## src/hdl/cac_pkg.sv

```systemverilog
`timescale 1ns / 1ps
package cac_pkg;

  // field widths
  localparam int VOLT_W  = 13;
  localparam int CMD_W   = 2;
  localparam int CNT_W   = 4;
  localparam int TPAR_W  = 3;
  localparam int P_W     = 9;
  localparam int N_W     = 16;
  localparam int NREG_W  = 7;
  localparam int CFG_IDX_W = 2;

  // array size and threshold reset values in millivolts
  localparam logic [CNT_W-1:0]  NUM_CAPS       = 4'd8;
  localparam logic [VOLT_W-1:0] ADD_SERIES_RST = 13'd2970;
  localparam logic [VOLT_W-1:0] BROWNOUT_RST   = 13'd2700;
  localparam logic [VOLT_W-1:0] FULL_RST       = 13'd3290;

  // charge fraction 0.9 as numerator over denominator
  localparam int FRAC_NUM = 9;
  localparam int FRAC_DEN = 10;
  localparam int PROD_W   = VOLT_W + 4;

  typedef enum logic [CMD_W-1:0] {
    CMD_ALL_SERIES  = 2'd0,
    CMD_CHARGE_STEP = 2'd1,
    CMD_ISOLATE     = 2'd2,
    CMD_BROWNOUT    = 2'd3
  } cmd_t;

  typedef enum logic [CFG_IDX_W-1:0] {
    CFG_ADD_SERIES = 2'd0,
    CFG_BROWNOUT   = 2'd1,
    CFG_FULL       = 2'd2
  } cfg_idx_t;

  typedef struct packed {
    logic [CMD_W-1:0]  cmd;
    logic [VOLT_W-1:0] voc_mv;
    logic [VOLT_W-1:0] vcap_mv;
  } cac_in_t;

  typedef struct packed {
    logic [P_W-1:0]    p_switches;
    logic [N_W-1:0]    n_switches;
    logic              harvester_on;
    logic              load_on;
    logic [CNT_W-1:0]  charge_parallel;
    logic [CNT_W-1:0]  charge_series;
    logic [CNT_W-1:0]  task_series;
    logic [TPAR_W-1:0] task_parallel;
    logic              isolated;
  } cac_out_t;

endpackage

```

## src/hdl/cac_if.sv

```systemverilog
`timescale 1ns / 1ps
// command item channel
interface cac_in_if;
  import cac_pkg::*;
  logic    valid;
  logic    ready;
  cac_in_t data;
  modport source (output valid, output data, input ready);
  modport sink (input valid, input data, output ready);
endinterface

// switch state item channel
interface cac_out_if;
  import cac_pkg::*;
  logic     valid;
  logic     ready;
  cac_out_t data;
  modport source (output valid, output data, input ready);
  modport sink (input valid, input data, output ready);
endinterface

```

## src/hdl/capacitor_array_reconfig_controller.sv

```systemverilog
`timescale 1ns / 1ps
// Switch controller for an eight-capacitor harvesting array. One command item is
// accepted per clock cycle while the input is not stalled behind a held result. Each
// item yields exactly one result item, which carries the switch vectors and
// arrangement counts after that command. The input register loads at the accepting
// edge, and the state register, which also serves as the result register, loads
// from it when the result slot is free or being taken. Every item updates the switch
// and count registers in order. Thresholds are to be written through the cfg port only
// while no item is in flight; the user must keep to this, as the block does not enforce it.
module capacitor_array_reconfig_controller (
  input  logic                           clk,
  input  logic                           rst_n,
  cac_in_if.sink                         in_ch,
  cac_out_if.source                      out_ch,
  input  logic                           cfg_we,
  input  logic [cac_pkg::CFG_IDX_W-1:0]  cfg_idx,
  input  logic [cac_pkg::VOLT_W-1:0]     cfg_wdata
);
  import cac_pkg::*;

  // threshold registers
  logic [VOLT_W-1:0] add_series_r, brownout_r, full_r;

  // input stage
  logic    s1_valid_r;
  cac_in_t s1_data_r;

  // switch and count state, also the result register
  logic              out_valid_r;
  logic [P_W-1:0]    pos_r, pos_nxt;
  logic [NREG_W-1:0] neg_r, neg_nxt;
  logic              harv_r, harv_nxt;
  logic              load_r, load_nxt;
  logic [CNT_W-1:0]  cpar_r, cpar_nxt;
  logic [CNT_W-1:0]  cser_r, cser_nxt;
  logic [CNT_W-1:0]  tser_r, tser_nxt;
  logic [TPAR_W-1:0] tpar_r, tpar_nxt;
  logic              iso_r, iso_nxt;

  logic              adv;
  logic [PROD_W-1:0] vcap_x_den, voc_x_num;
  logic              frac_ok;
  logic [CNT_W-1:0]  par_new;

  // handshake: stage advances when the result slot is free or being taken
  assign adv          = !out_valid_r || out_ch.ready;
  assign in_ch.ready  = adv || !s1_valid_r;

  // config writes
  always_ff @(posedge clk) begin
    if (!rst_n) begin
      add_series_r <= ADD_SERIES_RST;
      brownout_r   <= BROWNOUT_RST;
      full_r       <= FULL_RST;
    end else if (cfg_we) begin
      case (cfg_idx)
        CFG_ADD_SERIES: add_series_r <= cfg_wdata;
        CFG_BROWNOUT:   brownout_r   <= cfg_wdata;
        CFG_FULL:       full_r       <= cfg_wdata;
        default:        ;
      endcase
    end
  end

  // input register
  always_ff @(posedge clk) begin
    if (!rst_n) begin
      s1_valid_r <= 1'b0;
    end else if (in_ch.ready) begin
      s1_valid_r <= in_ch.valid;
    end
  end

  always_ff @(posedge clk) begin
    if (in_ch.ready) begin
      s1_data_r <= in_ch.data;
    end
  end

  // vcap > 0.9 * voc as 10 * vcap > 9 * voc
  assign vcap_x_den = {{(PROD_W-VOLT_W){1'b0}}, s1_data_r.vcap_mv} * PROD_W'(FRAC_DEN);
  assign voc_x_num  = {{(PROD_W-VOLT_W){1'b0}}, s1_data_r.voc_mv} * PROD_W'(FRAC_NUM);
  assign frac_ok    = vcap_x_den > voc_x_num;

  // first parallel step jumps to two capacitors
  assign par_new = (cpar_r == '0) ? 4'd2 : cpar_r + 4'd1;

  // next switch and count state
  always_comb begin
    pos_nxt  = pos_r;
    neg_nxt  = neg_r;
    harv_nxt = harv_r;
    load_nxt = load_r;
    cpar_nxt = cpar_r;
    cser_nxt = cser_r;
    tser_nxt = tser_r;
    tpar_nxt = tpar_r;
    iso_nxt  = iso_r;
    case (cmd_t'(s1_data_r.cmd))
      CMD_ALL_SERIES: begin
        harv_nxt = 1'b1;
        load_nxt = 1'b0;
        pos_nxt  = P_W'(1);
        neg_nxt  = '1;
        cser_nxt = NUM_CAPS;
        cpar_nxt = '0;
      end
      CMD_CHARGE_STEP: begin
        // add one capacitor to the parallel group
        if (frac_ok && cpar_r != 4'd1 && cpar_r < NUM_CAPS) begin
          for (int i = 0; i < 8; i++) begin
            if (CNT_W'(i) >= 4'd9 - par_new) pos_nxt[i] = 1'b1;
          end
          for (int i = 0; i < NREG_W; i++) begin
            if (CNT_W'(i) >= 4'd8 - par_new) neg_nxt[i] = 1'b0;
          end
          pos_nxt[P_W-1] = 1'b0;
          cpar_nxt       = par_new;
          cser_nxt       = NUM_CAPS - par_new;
        end
        // full test after the add
        if (cpar_nxt == NUM_CAPS && s1_data_r.vcap_mv > full_r) iso_nxt = 1'b1;
        harv_nxt   = 1'b1;
        load_nxt   = 1'b0;
        pos_nxt[0] = 1'b1;
      end
      CMD_ISOLATE: begin
        harv_nxt   = 1'b0;
        pos_nxt[0] = 1'b0;
        load_nxt   = 1'b1;
        tpar_nxt   = 3'd7;
        tser_nxt   = 4'd1;
      end
      default: begin
        load_nxt = 1'b0;
        harv_nxt = 1'b0;
        if (s1_data_r.vcap_mv <= add_series_r && tser_r != NUM_CAPS) begin
          // add one task capacitor to series
          if (tser_r >= 4'd1 && tser_r <= 4'd7) begin
            for (int i = 0; i < NREG_W; i++) begin
              if (CNT_W'(i) < tser_r) neg_nxt[i] = 1'b1;
            end
            for (int i = 1; i < 8; i++) begin
              if (CNT_W'(i) <= tser_r) pos_nxt[i] = 1'b0;
            end
            if (tser_r == 4'd7) pos_nxt[P_W-1] = 1'b0;
            harv_nxt = 1'b1;
            tser_nxt = tser_r + 4'd1;
            tpar_nxt = 3'd7 - tser_r[TPAR_W-1:0];
          end
        end else if (s1_data_r.vcap_mv <= brownout_r) begin
          iso_nxt = 1'b0;
        end
      end
    endcase
  end

  // state and result register
  always_ff @(posedge clk) begin
    if (!rst_n) begin
      out_valid_r <= 1'b0;
      pos_r       <= '0;
      neg_r       <= '0;
      harv_r      <= 1'b0;
      load_r      <= 1'b0;
      cpar_r      <= '0;
      cser_r      <= '0;
      tser_r      <= '0;
      tpar_r      <= '0;
      iso_r       <= 1'b0;
    end else if (adv) begin
      out_valid_r <= s1_valid_r;
      if (s1_valid_r) begin
        pos_r  <= pos_nxt;
        neg_r  <= neg_nxt;
        harv_r <= harv_nxt;
        load_r <= load_nxt;
        cpar_r <= cpar_nxt;
        cser_r <= cser_nxt;
        tser_r <= tser_nxt;
        tpar_r <= tpar_nxt;
        iso_r  <= iso_nxt;
      end
    end
  end

  // result item
  assign out_ch.valid                = out_valid_r;
  assign out_ch.data.p_switches      = pos_r;
  assign out_ch.data.n_switches      = {{(N_W-NREG_W){1'b0}}, neg_r};
  assign out_ch.data.harvester_on    = harv_r;
  assign out_ch.data.load_on         = load_r;
  assign out_ch.data.charge_parallel = cpar_r;
  assign out_ch.data.charge_series   = cser_r;
  assign out_ch.data.task_series     = tser_r;
  assign out_ch.data.task_parallel   = tpar_r;
  assign out_ch.data.isolated        = iso_r;

`ifndef SYNTHESIS
  // charging arrangement always covers the whole array once set up
  assert property (@(posedge clk) disable iff (!rst_n)
    (cpar_r != '0 || cser_r != '0) |-> ({1'b0, cpar_r} + {1'b0, cser_r} == 5'd8))
    else $error("charge counts do not add up to the array size");

  // task arrangement always covers the whole array once set up
  assert property (@(posedge clk) disable iff (!rst_n)
    (tser_r != '0 || tpar_r != '0) |-> ({1'b0, tser_r} + {2'b0, tpar_r} == 5'd8))
    else $error("task counts do not add up to the array size");

  // flag only sets with the array fully parallel
  assert property (@(posedge clk) disable iff (!rst_n)
    $rose(iso_r) |-> (cpar_r == NUM_CAPS))
    else $error("isolated flag set without a fully parallel array");

  // harvester and load paths never closed together
  assert property (@(posedge clk) disable iff (!rst_n)
    !(harv_r && load_r))
    else $error("harvester and load switches closed together");

  // input stalls only behind a held item
  assert property (@(posedge clk) disable iff (!rst_n)
    !in_ch.ready |-> (s1_valid_r && out_valid_r))
    else $error("input stalled with a free pipeline");
`endif

endmodule
```

## src/flat_wrapper.sv

```systemverilog
// flat-port wrapper written by rule: the top's interface ports become plain ports
module capacitor_array_reconfig_controller_flat import cac_pkg::*;
  (clk, rst_n, cfg_we, cfg_idx, cfg_wdata, in_ch_valid, in_ch_data, in_ch_ready, out_ch_valid, out_ch_data, out_ch_ready);
  cac_in_if in_ch_i ();
  cac_out_if out_ch_i ();
  input  logic clk;
  input  logic rst_n;
  input  logic cfg_we;
  input  logic [cac_pkg::CFG_IDX_W-1:0] cfg_idx;
  input  logic [cac_pkg::VOLT_W-1:0] cfg_wdata;
  input wire logic [$bits(in_ch_i.valid)-1:0] in_ch_valid;
  input wire logic [$bits(in_ch_i.data)-1:0] in_ch_data;
  output wire logic [$bits(in_ch_i.ready)-1:0] in_ch_ready;
  output wire logic [$bits(out_ch_i.valid)-1:0] out_ch_valid;
  output wire logic [$bits(out_ch_i.data)-1:0] out_ch_data;
  input wire logic [$bits(out_ch_i.ready)-1:0] out_ch_ready;
  assign in_ch_i.valid = in_ch_valid;
  assign in_ch_i.data = in_ch_data;
  assign in_ch_ready = in_ch_i.ready;
  assign out_ch_valid = out_ch_i.valid;
  assign out_ch_data = out_ch_i.data;
  assign out_ch_i.ready = out_ch_ready;
  capacitor_array_reconfig_controller u_core (.clk(clk), .rst_n(rst_n), .in_ch(in_ch_i), .out_ch(out_ch_i), .cfg_we(cfg_we), .cfg_idx(cfg_idx), .cfg_wdata(cfg_wdata));
endmodule
```

## config.mk

```make
export PLATFORM = sky130hd
export DESIGN_NAME = capacitor_array_reconfig_controller_flat
export DESIGN_NICKNAME = d
export VERILOG_FILES = /design/src/hdl/cac_pkg.sv /design/src/hdl/cac_if.sv /design/src/hdl/capacitor_array_reconfig_controller.sv /design/src/flat_wrapper.sv
export SDC_FILE = /design/constraint.sdc
export NUM_CORES = 1
export LEC_CHECK = 0
export BUFFER_PORTS_ARGS = -buffer_cell sky130_fd_sc_hd__buf_2
export CORE_MARGIN = 4
export CORE_UTILIZATION = 53
export CTS_BUF_LIST = sky130_fd_sc_hd__clkbuf_2
export CTS_CLUSTER_DIAMETER = 40
export DETAILED_ROUTE_END_ITERATION = 10
export PLACE_DENSITY = 0.8
export REMOVE_ABC_BUFFERS = 1
export SYNTH_ARGS = -nofsm -noshare
export SYNTH_HDL_FRONTEND = slang
export SYNTH_SLANG_ARGS = --single-unit
```

## constraint.sdc

```tcl
create_clock -name clk -period 5 [get_ports clk]
set_clock_uncertainty 0.05 [all_clocks]
set_input_delay 0.25 -clock clk [delete_from_list [all_inputs] [get_ports clk]]
set_output_delay 0.25 -clock clk [all_outputs]
set_load 0.01 [all_outputs]
```

==> summary.json <==
{
  "status": {"value": "finished, final reports clean"},
  "max_cap_violations": {"value": 0},
  "final_layout_size_suffix_gt1_share": {"value": 13.34, "unit": "%"},
  "chipHeight": {"value": 122.3, "unit": "um"},
  "pin_count": {"value": 93},
  "critical_path_class": {"value": "reg -> reg"},
  "syn-mean-instance-area": {"value": 8.615, "unit": "sq um"},
  "cts_buffers": {"value": 9},
  "period_needed": {"value": 4696, "unit": "ps"},
  "postRouteAntennaNets": {"value": 0},
  "largest_family_of_logic_cells_by_synthesized_area": {"value": "adder cells"},
  "drt_first_pass_iters": {"value": 5},
  "yosys.area_share.xor_xnor": {"value": 2.026, "unit": "%"},
  "multiplexer_area_fraction_after_synthesis": {"value": 1.320, "unit": "%"},
  "yosys.cell_types.count": {"value": 61},
  "worstPathArrival": {"value": 5250, "unit": "ps"},
  "synthesis.yosys.warnings": {"value": 0},
  "wirelength": {"value": 16770, "unit": "um"},
  "timing.final.hold_violations": {"value": 0},
  "critical_path.max_stage_delay": {"value": 470, "unit": "ps"},
  "detail_routed_net_length_per_standard_cell": {"value": 15.33, "unit": "um"},
  "critPathSlowestCell": {"value": "edfxtp_1"},
  "final_min_period_over_clock_period": {"value": 93.91, "unit": "%"},
  "fin_ws": {"value": 304.3, "unit": "ps"},
  "clock_tree.buffer_depth": {"value": 2},
  "dp_hpwl": {"value": 11940, "unit": "um"},
  "grt_antenna_before_repair": {"value": 0},
  "synth-edff-count": {"value": 28},
  "floorplan.die_area": {"value": 14950, "unit": "sq um"},
  "synthFlopType": {"value": "dfxtp_1"},
  "grt_max_degree": {"value": 40},
  "detail_route.iter0.violations": {"value": 300},
  "fin_area": {"value": 8045, "unit": "sq um"},
  "cts.root.buffer_cell": {"value": "clkbuf_2"},
  "hold_path.class": {"value": "in -> reg"},
  "total_drc_errors_in_the_routed_layout": {"value": 0},
  "worst_slew_pin_slew": {"value": 796.2, "unit": "ps"},
  "clkTransAtPathRegs": {"value": 320, "unit": "ps"},
  "nFillCells": {"value": 1134},
  "synth_compound_area_share": {"value": 18.92, "unit": "%"},
  "vdd.ir_drop.worst": {"value": 210.3, "unit": "uV"},
  "cp.required": {"value": 5550, "unit": "ps"},
  "synth.top_cells.by_count": {"value": "nand2_1, ha_1, dfxtp_1, inv_1, a21oi_1"},
  "flow.area_growth_from_synthesis": {"value": 16.30, "unit": "%"},
  "synthDominantCellAreaShare": {"value": 21.12, "unit": "%"},
  "cts_htree_levels": {"value": 3},
  "post_synth_instance_area": {"value": 6918, "unit": "sq um"},
  "core.rowCount": {"value": 41},
  "post-layout-total-power": {"value": 1.947, "unit": "mW"},
  "first_pass_grt_wire_length": {"value": 27890, "unit": "um"},
  "detailed_place.area": {"value": 7423, "unit": "sq um"},
  "post-place-ws": {"value": 46.43, "unit": "ps"},
  "synth_seq_cells": {"value": 101},
  "critical-path-top-cell-by-count": {"value": "ha_1"},
  "detail_route.vias_per_cell": {"value": 5.568},
  "port-buffer-count": {"value": 82},
  "insertedDiodeCount": {"value": 0},
  "worstPathMaxFanout": {"value": 6},
  "core_region_area": {"value": 12720, "unit": "sq um"},
  "final_cells": {"value": 1094},
  "synth-simple-area-share": {"value": 16.78, "unit": "%"},
  "dr_vias": {"value": 6091},
  "postSynthCellCount": {"value": 803},
  "cts_sink_cnt": {"value": 101},
  "start_util": {"value": 54.38, "unit": "%"},
  "die_width": {"value": 122.3, "unit": "um"},
  "nNetsFinal": {"value": 1077},
  "grtUsageTotal": {"value": 23.18, "unit": "%"},
  "synth_seq_area_share": {"value": 33.28, "unit": "%"},
  "cp_cell_sequence": {"value": "ha_1, ha_1, inv_1, fa_1, nor2b_1, o21ai_0, a21oi_1, o21ai_1, a21oi_2, o21ai_0, a211o_1, ha_1, nand4_1, nor4_4, a221oi_1, nand3_1, buf_4, nand3_1, or3_1, mux2i_1"},
  "clk-insertion-delay-late": {"value": 660, "unit": "ps"},
  "dp_cells": {"value": 1030},
  "synthAdderAreaFrac": {"value": 20.47, "unit": "%"},
  "worst_setup_path_start_kind": {"value": "flip-flop"},
  "synth_largest_area_cell": {"value": "dfxtp_1"},
  "crit_buf_inv": {"value": 2},
  "tritoncts": {"value": "built"},
  "timing.fmax": {"value": 213.0, "unit": "MHz"},
  "number_of_global_route_vias_before_repair": {"value": 5952},
  "critical_path.top_delay_family": {"value": "simple AND/OR/NAND/NOR gates"},
  "yosys.cell_count.top_type": {"value": "nand2_1"},
  "post_synth_main_area_contributors": {"value": "dfxtp_1, ha_1, edfxtp_1"},
  "finalSetupViolations": {"value": 0},
  "synth_async_sr_flop_share": {"value": 0, "unit": "%"},
  "final_max_slew_viol_count": {"value": 0},
  "power_per_cell_area": {"value": 242.0, "unit": "nW/um^2"},
  "remaining_global_route_overflow": {"value": 0},
  "gp_congestion": {"value": 0.8928},
  "timing.critical_path.to_type": {"value": "flip-flop"},
  "total_leakage_power": {"value": 3.696, "unit": "nW"},
  "relSlewSlack": {"value": 46.92, "unit": "%"}
}
==> through the flow <==
step	util [%]	hold WS (ps)	TNS (ps)
finish	63.24	77.31	0
global route	63.24	46.30	-184.2
CTS	62.85	30.66	0
detailed placement	58.35	378.8	0
global placement	58.35	376.3	0
floorplan	-	288.9	0
==> kinds of logic (layout without fill, tap and decap cells) <==
kind of cell             count (synthesis)  count (layout)
AO/OA/AOI/OAI                          201             201
XOR/XNOR                                16              16
adder cells (fa/ha/maj)                112             112
buffers and inverters                  115             225
flip-flops                             101             101
multiplexers                             9               9
other                                    1              10
AND/OR/NAND/NOR                        248             248
==> per-layer routing <==
metal / GRT usage (%) / vias to the layer above / wire length (um)
met5: 0 / - / 0
met4: 6.578 / 0 / 332
met2: 38.85 / 170 / 7884
met3: 5.622 / 27 / 1020
li1: - / 3059 / -
met1: 29.84 / 2835 / 7529
==> timing repair <==
item	CTS	global route
pin swaps	0	1
setup buffers	0	4
hold endpoints to repair	69	0
gates resized for setup	1	7
cloned	0	0
hold buffers	44	0
endpoints found under the setup margin	3	21
==> worst reg2reg max path, delay by kind of cell, from the launching register on <==
kind	cells	cell delay (ps)
buf+inv	2	220
compound gates	7	1140
flops	1	470
mux	1	160
simple gates	6	1430
fa+ha+maj	4	1160
==> sequential cells by signal, indices dropped and copies added (netlist names) <==
signal and count:
u_core.add_series_r 13, u_core.cpar_r 4, u_core.tser_r 3, u_core.tpar_r 3, u_core.full_r 13, u_core.s1_data_r 28, u_core.load_r 1, u_core.pos_r 8
u_core.harv_r 1, u_core.out_ch.valid 1, u_core.brownout_r 13, u_core.iso_r 1, u_core.s1_valid_r 1, u_core.cser_r 4, u_core.neg_r 7
==> worst paths after layout <==
check	startpoint	end	slack, ps	depth (start not counted)
max	u_core.s1_data_r[14]	u_core.pos_r[1]	300	20
min reg2reg	u_core.cser_r[1]	u_core.cser_r[1]	420	2
max reg2reg	u_core.s1_data_r[14]	u_core.pos_r[1]	300	20
min	cfg_idx[0]	u_core.add_series_r[0]	80	5
==> power by group <==
part | total (mW) | internal (mW) | leakage [nW] | switching (mW)
sequential | 0.909 | 0.879 | 0.890 | 0.0293
clock | 0.431 | 0.124 | 0.0749 | 0.307
combinational | 0.607 | 0.269 | 2.73 | 0.338
total | 1.95 | 1.27 | 3.70 | 0.674
==> cells in the final DEF, fill, tap and decap left out, drive strengths merged, types with 12 or more instances in the layout <==
cell / netlist / layout
nand2: 123 / 123
ha: 110 / 110
buf: 20 / 93
inv: 72 / 75
dfxtp: 73 / 73
a21oi: 71 / 71
dlygate4sd3: 0 / 44
o21ai: 32 / 32
nor2: 31 / 31
edfxtp: 28 / 28
o211ai: 21 / 21
a21o: 15 / 15
nor3: 14 / 14
nand2b: 12 / 12
==> area by class of cell <==
class / count / area, sq um / area share, %
multi-input cells: 596 / 4185 / 52.02
flip-flops and latches: 101 / 2302 / 28.62
repair buffers: 137 / 945.9 / 11.76
inverters: 72 / 270.3 / 3.359
well taps: 172 / 215.2 / 2.675
clock inverters: 7 / 81.33 / 1.011
clock buffers: 9 / 45.04 / 0.5599
No activity file was read; power rests on OpenSTA's default activity.
